$ cat config.mk
export PLATFORM = sky130hd
export DESIGN_NAME = packet_framer_crc8_crc16_core_flat
export DESIGN_NICKNAME = d
export VERILOG_FILES = /design/src/hdl/pfc_pkg.sv /design/src/hdl/pfc_if.sv /design/src/hdl/packet_framer_crc8_crc16_core.sv /design/src/flat_wrapper.sv
export VERILOG_INCLUDE_DIRS = /design/src /design/src/hdl
export SDC_FILE = /design/constraint.sdc
export NUM_CORES = 1
export LEC_CHECK = 0
export ABC_AREA = 1
export CAP_MARGIN = 20
export CORE_MARGIN = 1
export CORE_UTILIZATION = 40
export CTS_BUF_LIST = sky130_fd_sc_hd__clkbuf_2 sky130_fd_sc_hd__clkbuf_4 sky130_fd_sc_hd__clkbuf_8
export DETAILED_ROUTE_END_ITERATION = 16
export DONT_BUFFER_PORTS = 1
export PLACE_DENSITY = 0.51
export SYNTH_ARGS = -nofsm -noshare
export SYNTH_HDL_FRONTEND = slang
export SYNTH_SLANG_ARGS = --single-unit
$ cat constraint.sdc
create_clock -name i_clk -period 10.04 [get_ports i_clk]
set_input_delay 0.502 -clock i_clk [delete_from_list [all_inputs] [get_ports i_clk]]
set_output_delay 0.502 -clock i_clk [all_outputs]
set_load 0.005 [all_outputs]
$ cat src/hdl/assert_macros.svh
// Assertion macros shared by the framer RTL.
// Depends on nothing; the including module supplies i_clk and i_rst_n.
`ifndef ASSERT_MACROS_SVH
`define ASSERT_MACROS_SVH

// Checked on every rising edge outside of reset.
`define ASSERT_CLK(label, prop, msg) \
    label: assert property (@(posedge i_clk) disable iff (!i_rst_n) prop) \
        else $error(msg);

// Checked on every rising edge, reset included.
`define ASSERT_ALWAYS(label, prop, msg) \
    label: assert property (@(posedge i_clk) prop) else $error(msg);

`endif

$ cat src/hdl/pfc_pkg.sv
// Package for the packet framer: constants, result type and CRC byte functions.
// Depends on nothing; used by the core and the testbench.
package pfc_pkg;

    localparam int MAX_PAYLOAD = 64;
    localparam int SIZE_LIMIT  = (MAX_PAYLOAD < 122) ? MAX_PAYLOAD : 122;
    localparam int CRC8_MAX_SIZE = 15;
    localparam int HEADER_LEN  = 3;

    localparam logic [7:0]  CRC8_POLY  = 8'h31;
    localparam logic [15:0] CRC16_POLY = 16'h1021;
    localparam logic [7:0]  CRC8_INIT  = 8'hFF;
    localparam logic [15:0] CRC16_INIT = 16'hFFFF;

    localparam logic [1:0] ST_OK       = 2'd0;
    localparam logic [1:0] ST_CRC_ERR  = 2'd1;
    localparam logic [1:0] ST_SIZE_ERR = 2'd2;

    localparam logic CMD_TX = 1'b0;

    localparam int FIFO_DEPTH = 4;
    localparam int PTR_W      = $clog2(FIFO_DEPTH);
    localparam int CNT_W      = $clog2(FIFO_DEPTH + 1);
    localparam int MAX_RES    = 3;

    typedef struct packed {
        logic [7:0] out_byte;
        logic       frame_end;
        logic [1:0] status;
        logic       last;
    } t_result;

    function automatic logic [7:0] crc8_byte(input logic [7:0] crc, input logic [7:0] b);
        logic [7:0] c;
        c = crc ^ b;
        for (int i = 0; i < 8; i++) begin
            c = c[7] ? ((c << 1) ^ CRC8_POLY) : (c << 1);
        end
        return c;
    endfunction

    function automatic logic [15:0] crc16_byte(input logic [15:0] crc, input logic [7:0] b);
        logic [15:0] c;
        c = crc ^ {b, 8'h00};
        for (int i = 0; i < 8; i++) begin
            c = c[15] ? ((c << 1) ^ CRC16_POLY) : (c << 1);
        end
        return c;
    endfunction

endpackage

$ cat src/hdl/pfc_if.sv
// Valid/ready channel interfaces of the packet framer: byte input and result output.
// Depends on nothing.
interface pfc_in_if;
    logic       valid;
    logic       ready;
    logic       command;
    logic [7:0] data_byte;

    modport source (output valid, output command, output data_byte, input ready);
    modport sink (input valid, input command, input data_byte, output ready);
endinterface

interface pfc_out_if;
    logic       valid;
    logic       ready;
    logic [7:0] out_byte;
    logic       frame_end;
    logic [1:0] status;
    logic       last;

    modport source (output valid, output out_byte, output frame_end, output status,
                    output last, input ready);
    modport sink (input valid, input out_byte, input frame_end, input status,
                  input last, output ready);
endinterface

$ cat src/hdl/packet_framer_crc8_crc16_core.sv
// Packet framer and checker with CRC-8 / CRC-16 CCITT, byte serial.
// Depends on pfc_pkg, pfc_if.sv and assert_macros.svh.
//
// Usage: bytes enter on i_in (command, data_byte); results leave on o_out.
// A frame is address, size, type, payload and a check value. The first byte
// of a frame selects transmit (command 0) or receive (command 1).
// In transmit every byte is echoed and the CRC bytes follow the last payload
// byte; in receive every byte is echoed and the final check byte carries
// frame_end with the status. The last flag marks the final result of a byte.
// Each accepted byte is processed in the cycle of its transfer and its one to
// three results are written into a four-entry result queue; o_out shows the
// registered result at the head of the queue.
// Throughput is one byte per cycle while each byte yields one result and o_out
// is not stalled; a byte that yields two or three results holds i_in.ready low
// until the queue drains to one entry, so the ready threshold sets this figure.
// Synchronous reset empties the queue and returns to the start of a frame.
// When the receiver stalls, results stay in the queue and i_in.ready falls
// once more than one result is waiting.
`include "assert_macros.svh"

module packet_framer_crc8_crc16_core
    import pfc_pkg::*;
(
    input  logic         i_clk,
    input  logic         i_rst_n,
    pfc_in_if.sink       i_in,
    pfc_out_if.source    o_out
);

    logic [6:0]  r_pos, n_pos;
    logic [6:0]  r_size, n_size;
    logic        r_dir, n_dir;
    logic [7:0]  r_crc8, n_crc8;
    logic [15:0] r_crc16, n_crc16;
    logic [7:0]  r_rx_lo, n_rx_lo;

    t_result            r_mem [FIFO_DEPTH];
    logic [PTR_W-1:0]   r_wr, r_rd;
    logic [CNT_W-1:0]   r_count, n_count;

    t_result     w_res [MAX_RES];
    logic [1:0]  w_num;
    logic        w_accept;
    logic        w_pop;
    logic        w_end;
    logic [7:0]  w_b;
    logic [7:0]  w_c8;
    logic [15:0] w_c16;
    logic [6:0]  w_end_pos;
    logic [6:0]  w_pos_inc;
    t_result     w_head;

    assign w_b       = i_in.data_byte;
    assign w_c8      = crc8_byte(r_crc8, w_b);
    assign w_c16     = crc16_byte(r_crc16, w_b);
    assign w_end_pos = 7'(HEADER_LEN) + r_size;
    assign w_pos_inc = r_pos + 7'd1;

    assign i_in.ready = (r_count <= CNT_W'(1));
    assign w_accept   = i_in.valid && i_in.ready;
    assign w_pop      = o_out.valid && o_out.ready;

    always_comb begin
        n_pos   = r_pos;
        n_size  = r_size;
        n_dir   = r_dir;
        n_crc8  = r_crc8;
        n_crc16 = r_crc16;
        n_rx_lo = r_rx_lo;
        w_end   = 1'b0;
        w_num   = 2'd1;
        for (int k = 0; k < MAX_RES; k++) begin
            w_res[k] = '0;
        end
        w_res[0].out_byte = w_b;
        w_res[0].status   = ST_OK;

        if (r_pos == 7'd0) begin
            n_dir   = i_in.command;
            n_crc8  = w_c8;
            n_crc16 = w_c16;
            n_pos   = 7'd1;
        end else if (r_pos == 7'd1) begin
            if (w_b > 8'(SIZE_LIMIT)) begin
                w_res[0].frame_end = 1'b1;
                w_res[0].status    = ST_SIZE_ERR;
                w_end = 1'b1;
            end else begin
                n_size  = w_b[6:0];
                n_crc8  = w_c8;
                n_crc16 = w_c16;
                n_pos   = 7'd2;
            end
        end else if (r_pos < w_end_pos) begin
            n_crc8  = w_c8;
            n_crc16 = w_c16;
            n_pos   = w_pos_inc;
            if (w_pos_inc == w_end_pos && r_dir == CMD_TX) begin
                w_end = 1'b1;
                if (r_size <= 7'(CRC8_MAX_SIZE)) begin
                    w_num = 2'd2;
                    w_res[1].out_byte  = w_c8;
                    w_res[1].frame_end = 1'b1;
                end else begin
                    w_num = 2'd3;
                    w_res[1].out_byte  = w_c16[7:0];
                    w_res[2].out_byte  = w_c16[15:8];
                    w_res[2].frame_end = 1'b1;
                end
            end
        end else begin
            if (r_size <= 7'(CRC8_MAX_SIZE)) begin
                w_res[0].frame_end = 1'b1;
                w_res[0].status    = (r_crc8 != w_b) ? ST_CRC_ERR : ST_OK;
                w_end = 1'b1;
            end else if (r_pos == w_end_pos) begin
                n_rx_lo = w_b;
                n_pos   = w_pos_inc;
            end else begin
                w_res[0].frame_end = 1'b1;
                w_res[0].status    = (r_crc16 != {w_b, r_rx_lo}) ? ST_CRC_ERR : ST_OK;
                w_end = 1'b1;
            end
        end

        case (w_num)
            2'd3:    w_res[2].last = 1'b1;
            2'd2:    w_res[1].last = 1'b1;
            default: w_res[0].last = 1'b1;
        endcase

        if (w_end) begin
            n_pos   = '0;
            n_size  = '0;
            n_dir   = CMD_TX;
            n_crc8  = CRC8_INIT;
            n_crc16 = CRC16_INIT;
            n_rx_lo = '0;
        end

        n_count = r_count + (w_accept ? CNT_W'(w_num) : CNT_W'(0))
                - (w_pop ? CNT_W'(1) : CNT_W'(0));
    end

    always_ff @(posedge i_clk) begin
        if (!i_rst_n) begin
            r_pos   <= '0;
            r_size  <= '0;
            r_dir   <= CMD_TX;
            r_crc8  <= CRC8_INIT;
            r_crc16 <= CRC16_INIT;
            r_rx_lo <= '0;
            r_wr    <= '0;
            r_rd    <= '0;
            r_count <= '0;
        end else begin
            if (w_accept) begin
                r_pos   <= n_pos;
                r_size  <= n_size;
                r_dir   <= n_dir;
                r_crc8  <= n_crc8;
                r_crc16 <= n_crc16;
                r_rx_lo <= n_rx_lo;
                r_wr    <= r_wr + PTR_W'(w_num);
            end
            if (w_pop) begin
                r_rd <= r_rd + PTR_W'(1);
            end
            r_count <= n_count;
        end
    end

    always_ff @(posedge i_clk) begin
        if (w_accept) begin
            for (int k = 0; k < MAX_RES; k++) begin
                if (k < int'(w_num)) begin
                    r_mem[r_wr + PTR_W'(k)] <= w_res[k];
                end
            end
        end
    end

    assign w_head          = r_mem[r_rd];
    assign o_out.valid     = (r_count != '0);
    assign o_out.out_byte  = w_head.out_byte;
    assign o_out.frame_end = w_head.frame_end;
    assign o_out.status    = w_head.status;
    assign o_out.last      = w_head.last;

    `ASSERT_CLK(a_count_bound, (r_count <= CNT_W'(FIFO_DEPTH)), "result queue overflow")
    `ASSERT_CLK(a_end_clears, (w_accept && w_end |=> r_pos == 7'd0 && r_size == 7'd0),
        "frame state not cleared after frame end")
    `ASSERT_CLK(a_pos_bound, ({1'b0, r_pos} <= {1'b0, r_size} + 8'(HEADER_LEN + 1)),
        "byte position ran past the check bytes")
    `ASSERT_CLK(a_status_on_end, (o_out.valid && !o_out.frame_end |-> o_out.status == ST_OK),
        "status set on a result without frame end")

endmodule

$ cat src/flat_wrapper.sv
// flat-port wrapper written by rule: the top's interface ports become plain ports
module packet_framer_crc8_crc16_core_flat import pfc_pkg::*;
  (i_clk, i_rst_n, i_in_valid, i_in_command, i_in_data_byte, i_in_ready, o_out_valid, o_out_out_byte, o_out_frame_end, o_out_status, o_out_last, o_out_ready);
  pfc_in_if i_in_i ();
  pfc_out_if o_out_i ();
  input  logic i_clk;
  input  logic i_rst_n;
  input wire logic [$bits(i_in_i.valid)-1:0] i_in_valid;
  input wire logic [$bits(i_in_i.command)-1:0] i_in_command;
  input wire logic [$bits(i_in_i.data_byte)-1:0] i_in_data_byte;
  output wire logic [$bits(i_in_i.ready)-1:0] i_in_ready;
  output wire logic [$bits(o_out_i.valid)-1:0] o_out_valid;
  output wire logic [$bits(o_out_i.out_byte)-1:0] o_out_out_byte;
  output wire logic [$bits(o_out_i.frame_end)-1:0] o_out_frame_end;
  output wire logic [$bits(o_out_i.status)-1:0] o_out_status;
  output wire logic [$bits(o_out_i.last)-1:0] o_out_last;
  input wire logic [$bits(o_out_i.ready)-1:0] o_out_ready;
  assign i_in_i.valid = i_in_valid;
  assign i_in_i.command = i_in_command;
  assign i_in_i.data_byte = i_in_data_byte;
  assign i_in_ready = i_in_i.ready;
  assign o_out_valid = o_out_i.valid;
  assign o_out_out_byte = o_out_i.out_byte;
  assign o_out_frame_end = o_out_i.frame_end;
  assign o_out_status = o_out_i.status;
  assign o_out_last = o_out_i.last;
  assign o_out_i.ready = o_out_ready;
  packet_framer_crc8_crc16_core u_core (.i_clk(i_clk), .i_rst_n(i_rst_n), .i_in(i_in_i), .o_out(o_out_i));
endmodule
==> reports/metrics.csv, run 1 <==
metric,value,unit
Rel. slew slack,0.459,
CTS Root Cell,clkbuf_8,
ranking of synthesized cells by area,"dfxtp_1, edfxtp_1, nand2_1, a21oi_1, o21ai_0",
post-CTS sizing,0,
count of different cell masters after synthesis,42,
Peak Freq,248,MHz
final net count,915,
via count,5921,
"Arr. time, crit path",4.06,ns
vias in the first global route,5508,
crit start category,flop,
Critical Path Fanout Max,11,
Final Max Slew Viols,0,
Skew-Pair Late Insertion Delay,0.39,ns
hold_buf cts,0,
Max clock buf depth,2,
Fill cells,1710,
slew of the pin with the lowest slew margin,0.808,ns
Hold WC Path Type,in -> reg,
dominant synthesized flop cell,dfxtp_1,
Synthesis Warnings,0,
cells on worst reg2reg path,16,
min cycle time layout,4.03,ns
Final Wtd Congestion,0.922,
Cell Pwr Density,319,nW/um^2
RSZ-0062 raised after global routing,false,
Synth async-reset ratio,0,
Crit. End Element,flop,
top-area cell type share of the netlist area,0.196,
GRT overflow,0,
layout cell share with drive strength beyond 1,0.0775,
postcts setup bufs,0,
CP required,10.07,ns
crit share post-route,0.401,
first-pass GRT wire length,31200,um
post-detail-place hpwl,15200,um
TritonCTS Buffers,9,
CTS sink count,104,
sequential-to-total area share from yosys stat,0.379,
first drt pass iteration count,5,
GRT Total Usage,0.246,
average size of a mapped cell,7.20,sq um
die area,16900,sq um
Post-Syn Nets,939,
die height,130,um
final setup TNS,0,ns
"FF+latch count, synth",104,
Residual DRC,0,
Area after DPL,6650,sq um
diode count,0,
H-Tree Depth,3,
PortBufs,0,
post-route ant nets,0,
"Area growth, synth to finish",4.42,%
DRT Wirelength,19800,um
clock skew,0.0147,ns
Worst IR Drop VDD,0.139,mV
initial antenna violation count,0,
CTS tree,built,
Die W,130,um
status,finished clean,
io pins,27,
Worst Hold Depth,2,
"Hold Vio Cnt, Final",0,
Vias/cell,5.35,
"area leader, netlist",dfxtp_1,
Post-synth EDFFs,40,
Synth Instances,909,
final setup violation count,0,
initial drt markers,487,
DR WL/cell,17.9,um
core area,15900,sq um
"Clk pin slew, worst setup/hold paths",0.10,ns
Max Cap Viol,0,
Lkg Pwr,0.00283,uW
Mapped Area,6550,sq um
Starting Density,0.411,
WS Path Type,reg -> reg,
Finished Cell Area,6830,sq um
row count,46,
largest net degree at the start of global routing,38,
Tot Pwr,2180,uW
-- placed cells by master, fill, tap and decap left out, types with 19 or more instances in the layout --
master / n
edfxtp_1: 40
dfxtp_1: 64
xor2_1: 19
o21ai_0: 65
inv_1: 61
nor2_1: 72
nand3_1: 61
a21oi_1: 68
xnor2_1: 31
nand2_1: 260
-- synthesized netlist by cell type, types with 16 or more instances --
cell type,number
ha_1,16
a21oi_1,68
xor2_1,19
inv_1,61
clkbuf_1,21
o211ai_1,16
nor2_1,72
xnor2_1,31
edfxtp_1,40
dfxtp_1,64
nand2_1,260
o21ai_0,65
nand3_1,61
-- routing by layer --
metal / up-vias / routed length [um] / global-route usage / share of wire
li1: 2961 / - / - / -
met1: 2765 / 8990 / 0.320 / 0.45
met2: 162 / 9480 / 0.416 / 0.48
met3: 33 / 872 / 0.0328 / 0.044
met4: 0 / 481 / 0.0930 / 0.024
met5: - / 0 / 0 / 0
-- path summary, 6_finish.rpt --
check                                                      from                         endpoint  slack [ns]
worst max-delay path              u_core.r_size[0]$_SDFFE_PN0P_     u_core.r_mem[1][8]$_DFFE_PP_        6.01
worst min-delay path                                    i_rst_n     u_core.r_count[0]$_SDFF_PN0_        0.21
worst max register to register    u_core.r_size[0]$_SDFFE_PN0P_     u_core.r_mem[1][8]$_DFFE_PP_        6.01
worst min register to register  u_core.r_mem[1][2]$_SDFFE_PP0N_  u_core.r_mem[1][2]$_SDFFE_PP0N_        0.47
-- registers in the layout (all words and copies together) (netlist names), named ones only --
signal / flops
u_core.r_mem: 48
u_core.r_crc16: 16
u_core.r_crc8: 8
u_core.r_rx_lo: 8
u_core.r_pos: 7
u_core.r_size: 7
u_core.r_count: 3
u_core.r_rd: 2
u_core.r_wr: 2
u_core.r_dir: 1
-- cells by family (layout without fill, tap and decap cells) --
| kind of cell | after synthesis | in the layout | share of synthesized area |
|---|---|---|---|
| AO/OA/AOI/OAI | 175 | 175 | 0.146 |
| XOR/XNOR | 50 | 50 | 0.0669 |
| adder cells (fa/ha/maj) | 17 | 17 | 0.0336 |
| buffers and inverters | 114 | 95 | 0.0711 |
| flip-flops | 104 | 104 | 0.379 |
| AND/OR/NAND/NOR | 449 | 449 | 0.303 |
-- power breakdown --
group          switching (uW)  internal (uW)  total (uW)
clock                     150            105         255
sequential                101            563         664
combinational             901            364        1260
total                    1150           1030        2180
-- critical path: stages (launching register included) --
cell and delay, ns:
dfxtp_1 0.37, inv_1 0.10, ha_1 0.25, inv_1 0.10, nand4_1 0.13, nor2_1 0.15, nand2_1 0.06, nand2_1 0.08
ha_1 0.24, a21oi_1 0.13, o21a_1 0.14, nand2_1 0.20, nor3_4 0.68, nand2_1 0.30, inv_2 0.22, nand2_1 0.14
nand3_1 0.40
-- layout make-up --
| cell class | instances | area [sq um] | area share |
|---|---|---|---|
| clock buffers | 13 | 160 | 0.0234 |
| clock inverters | 3 | 20.0 | 0.00293 |
| inverters | 77 | 289 | 0.0423 |
| multi-input cells | 691 | 3600 | 0.526 |
| flip-flops and latches | 104 | 2480 | 0.363 |
| well taps | 216 | 270 | 0.0395 |
| repair buffers | 2 | 15.0 | 0.00220 |
-- stage by stage --
stage,setup WS [ns],hold WS (ns),utilization,instances
floorplan,6.78,0.435,-,909
global placement,6.14,0.450,0.417,1089
detailed placement,6.02,0.453,0.417,1089
CTS,6.00,0.194,0.428,1105
global route,5.57,0.208,0.429,1106
finish,6.01,0.208,0.429,1106
(Power assumes the default switching activity.)
==> run 2, diff against run 1 <==
--- a/config.mk
+++ b/config.mk
@@ -13,7 +13,7 @@
 export CTS_BUF_LIST = sky130_fd_sc_hd__clkbuf_2 sky130_fd_sc_hd__clkbuf_4 sky130_fd_sc_hd__clkbuf_8
 export DETAILED_ROUTE_END_ITERATION = 16
 export DONT_BUFFER_PORTS = 1
-export PLACE_DENSITY = 0.51
+export PLACE_DENSITY = 0.53
 export SYNTH_ARGS = -nofsm -noshare
 export SYNTH_HDL_FRONTEND = slang
 export SYNTH_SLANG_ARGS = --single-unit
==> constraint.sdc (replaced) <==
create_clock -name i_clk -period 3.5 [get_ports i_clk]
set_input_delay 0.175 -clock i_clk [delete_from_list [all_inputs] [get_ports i_clk]]
set_output_delay 0.175 -clock i_clk [all_outputs]
set_load 0.005 [all_outputs]
==> reports/metrics.csv, run 2 (synthesis gave the netlist of run 1 again) <==
metric,value,unit,change
status,finished clean,,unchanged
final setup TNS,0,ns,unchanged
Peak Freq,314,MHz,was 248 MHz
PortBufs,0,,unchanged
most frequent cells in the layout,"nand2_1, nor2_1, a21oi_1",,unchanged
Lkg Pwr,0.00300,uW,was 0.00283 uW
CTS Root Cell,clkbuf_8,,unchanged
Residual DRC,0,,unchanged
max reg flops,48,,unchanged
GRT Total Usage,0.238,,was 0.246
first drt pass iteration count,5,,unchanged
DRT Wirelength,19300,um,"was 19,800 um"
Setup WS post-layout,0.316,ns,was 6.01 ns
final net count,949,,was 915
row count,46,,unchanged
Final Wtd Congestion,0.912,,was 0.922
die height,130,um,unchanged
worst hold path endpoint,u_core.r_mem[1][11]$_DFFE_PP_,,was u_core.r_count[0]$_SDFF_PN0_
RSZ-0062 raised after global routing,false,,unchanged
largest net degree at the start of global routing,37,,was 38
diode count,0,,unchanged
CP required,3.76,ns,was 10.07 ns
GR Util met2,0.363,,was 0.416
Worst IR Drop VDD,0.357,mV,was 0.139 mV
WS Path Type,reg -> reg,,unchanged
crit start category,flop,,unchanged
"Clk pin slew, worst setup/hold paths",0.10,ns,about the same
Reg-to-Reg End,u_core.r_count[2]$_SDFF_PN0_,,was u_core.r_mem[1][8]$_DFFE_PP_
DR WL/cell,16.9,um,was 17.9 um
biggest regs,"u_core.r_mem: 48 flops, u_core.r_crc16: 16 flops",,unchanged
post-route ant nets,0,,unchanged
Max Cap Viol,0,,unchanged
final setup violation count,0,,unchanged
Final Max Slew Viols,0,,unchanged
H-Tree Depth,3,,unchanged
slew of the pin with the lowest slew margin,0.961,ns,was 0.808 ns
Rel. slew slack,0.357,,was 0.459
"commonest non-fill, non-tap cell in the layout",nand2_1,,unchanged
Starting Density,0.411,,unchanged
Cell Pwr Density,918,nW/um^2,was 319 nW/um^2
M3 GR Usage,0.0340,,was 0.0328
cells on worst reg2reg path,17,,was 16
crit share post-route,0.910,,was 0.401
Skew-Pair Late Insertion Delay,0.39,ns,about the same
TritonCTS Buffers,9,,unchanged
Place WS,0.171,ns,was 6.02 ns
via count,5935,,"was 5,921"
Reg with most FFs,u_core.r_mem,,unchanged
GR Util met1,0.339,,was 0.320
Vias/cell,5.21,,was 5.35
Util after Layout,0.449,,was 0.429
clock skew,0.0152,ns,was 0.0147 ns
Fill cells,1668,,"was 1,710"
Die W,130,um,unchanged
initial drt markers,454,,was 487
"Arr. time, crit path",3.44,ns,was 4.06 ns
worst r2r src,u_core.r_size[0]$_SDFFE_PN0P_,,unchanged
first-pass GRT wire length,30200,um,"was 31,200 um"
layout cell share with drive strength beyond 1,0.106,,was 0.0775
CTS tree,built,,unchanged
Crit. End Element,flop,,unchanged
vias in the first global route,5431,,"was 5,508"
die area,16900,sq um,unchanged
Critical Path Fanout Max,5,,was 11
CTS sink count,104,,unchanged
io pins,27,,unchanged
"Hold Vio Cnt, Final",0,,unchanged
Max clock buf depth,2,,unchanged
initial antenna violation count,0,,unchanged
Hold WC Path Type,in -> reg,,unchanged
r2r setup slk,0.32,ns,was 6.01 ns
"Area growth, synth to finish",9.42,%,was 4.42%
core area,15900,sq um,unchanged
min cycle time layout,3.18,ns,was 4.03 ns
Worst Hold Depth,2,,unchanged
Area after DPL,6830,sq um,was 6650 sq um
Finished Cell Area,7160,sq um,was 6830 sq um
post-detail-place hpwl,14600,um,"was 15,200 um"
Top Usage Layer GRT,met2,,unchanged
min-delay src,i_in_data_byte[7],,was i_rst_n
GRT overflow,0,,unchanged
[run 2: area by class of cell]
type,instances,area [sq um],area share
clock buffer,9,124,0.0173
clock inverter,7,86.3,0.0121
inverter,77,293,0.0409
multi-input combinational,691,3610,0.504
sequential,104,2480,0.347
tap,216,270,0.0377
timing repair buffer,36,293,0.0409
[run 2: worst max-delay path, stage by stage, from the launching register on]
cell,delay (ns)
dfxtp_2,0.35
inv_1,0.08
ha_1,0.24
inv_1,0.10
nand4_1,0.12
buf_4,0.17
nand2_1,0.08
ha_1,0.24
a21oi_1,0.16
o21a_1,0.13
nand2_1,0.11
nor3_4,0.20
nand2_4,0.10
ha_1,0.30
fa_1,0.43
xor2_1,0.17
inv_1,0.06
nor2_1,0.03
[run 2: worst max-delay path by stage]
stage | to | start | slack [ns] | cells after the start
3_3_place_gp | u_core.r_count[2]$_SDFF_PN0_ | u_core.r_size[0]$_SDFFE_PN0P_ | 0.23 | 18
6_report | u_core.r_count[2]$_SDFF_PN0_ | u_core.r_size[0]$_SDFFE_PN0P_ | 0.32 | 17
3_5_place_dp | u_core.r_count[2]$_SDFF_PN0_ | u_core.r_size[0]$_SDFFE_PN0P_ | 0.17 | 18
2_1_floorplan | u_core.r_count[2]$_SDFF_PN0_ | u_core.r_size[0]$_SDFFE_PN0P_ | 0.24 | 19
4_1_cts | u_core.r_count[2]$_SDFF_PN0_ | u_core.r_size[0]$_SDFFE_PN0P_ | 0.14 | 18
5_1_grt | u_core.r_count[2]$_SDFF_PN0_ | u_core.r_size[1]$_SDFFE_PN0P_ | 0.03 | 20
[run 2: per-stage QoR]
| step | total power, uW | hold WS, ns | std cells |
|---|---|---|---|
| floorplan | 4660 | 0.336 | 909 |
| global placement | 5740 | 0.280 | 1114 |
| detailed placement | 5720 | 0.280 | 1114 |
| CTS | 6560 | 0.00806 | 1139 |
| global route | 7150 | 0.0143 | 1140 |
| finish | 6570 | 0.0207 | 1140 |
[run 2: where the power goes]
group          internal [uW]  total [uW]  switching [uW]
logic                   1230        3880            2660
registers               1610        1880             268
clock network            347         807             460
[run 2: what timing repair did]
action                     CTS  global route
buffers inserted             0             1
hold endpoints to repair    30             0
hold buffers                 9             0
gates resized for setup      0             6
setup endpoints to repair    0            80
[run 2: layer usage]
metal / wire (um) / vias to the layer above / share of wire
met4: 537 / 0 / 0.028
li1: - / 3026 / -
met5: 0 / - / 0
met1: 9440 / 2716 / 0.49
met2: 8390 / 160 / 0.43
met3: 947 / 33 / 0.049
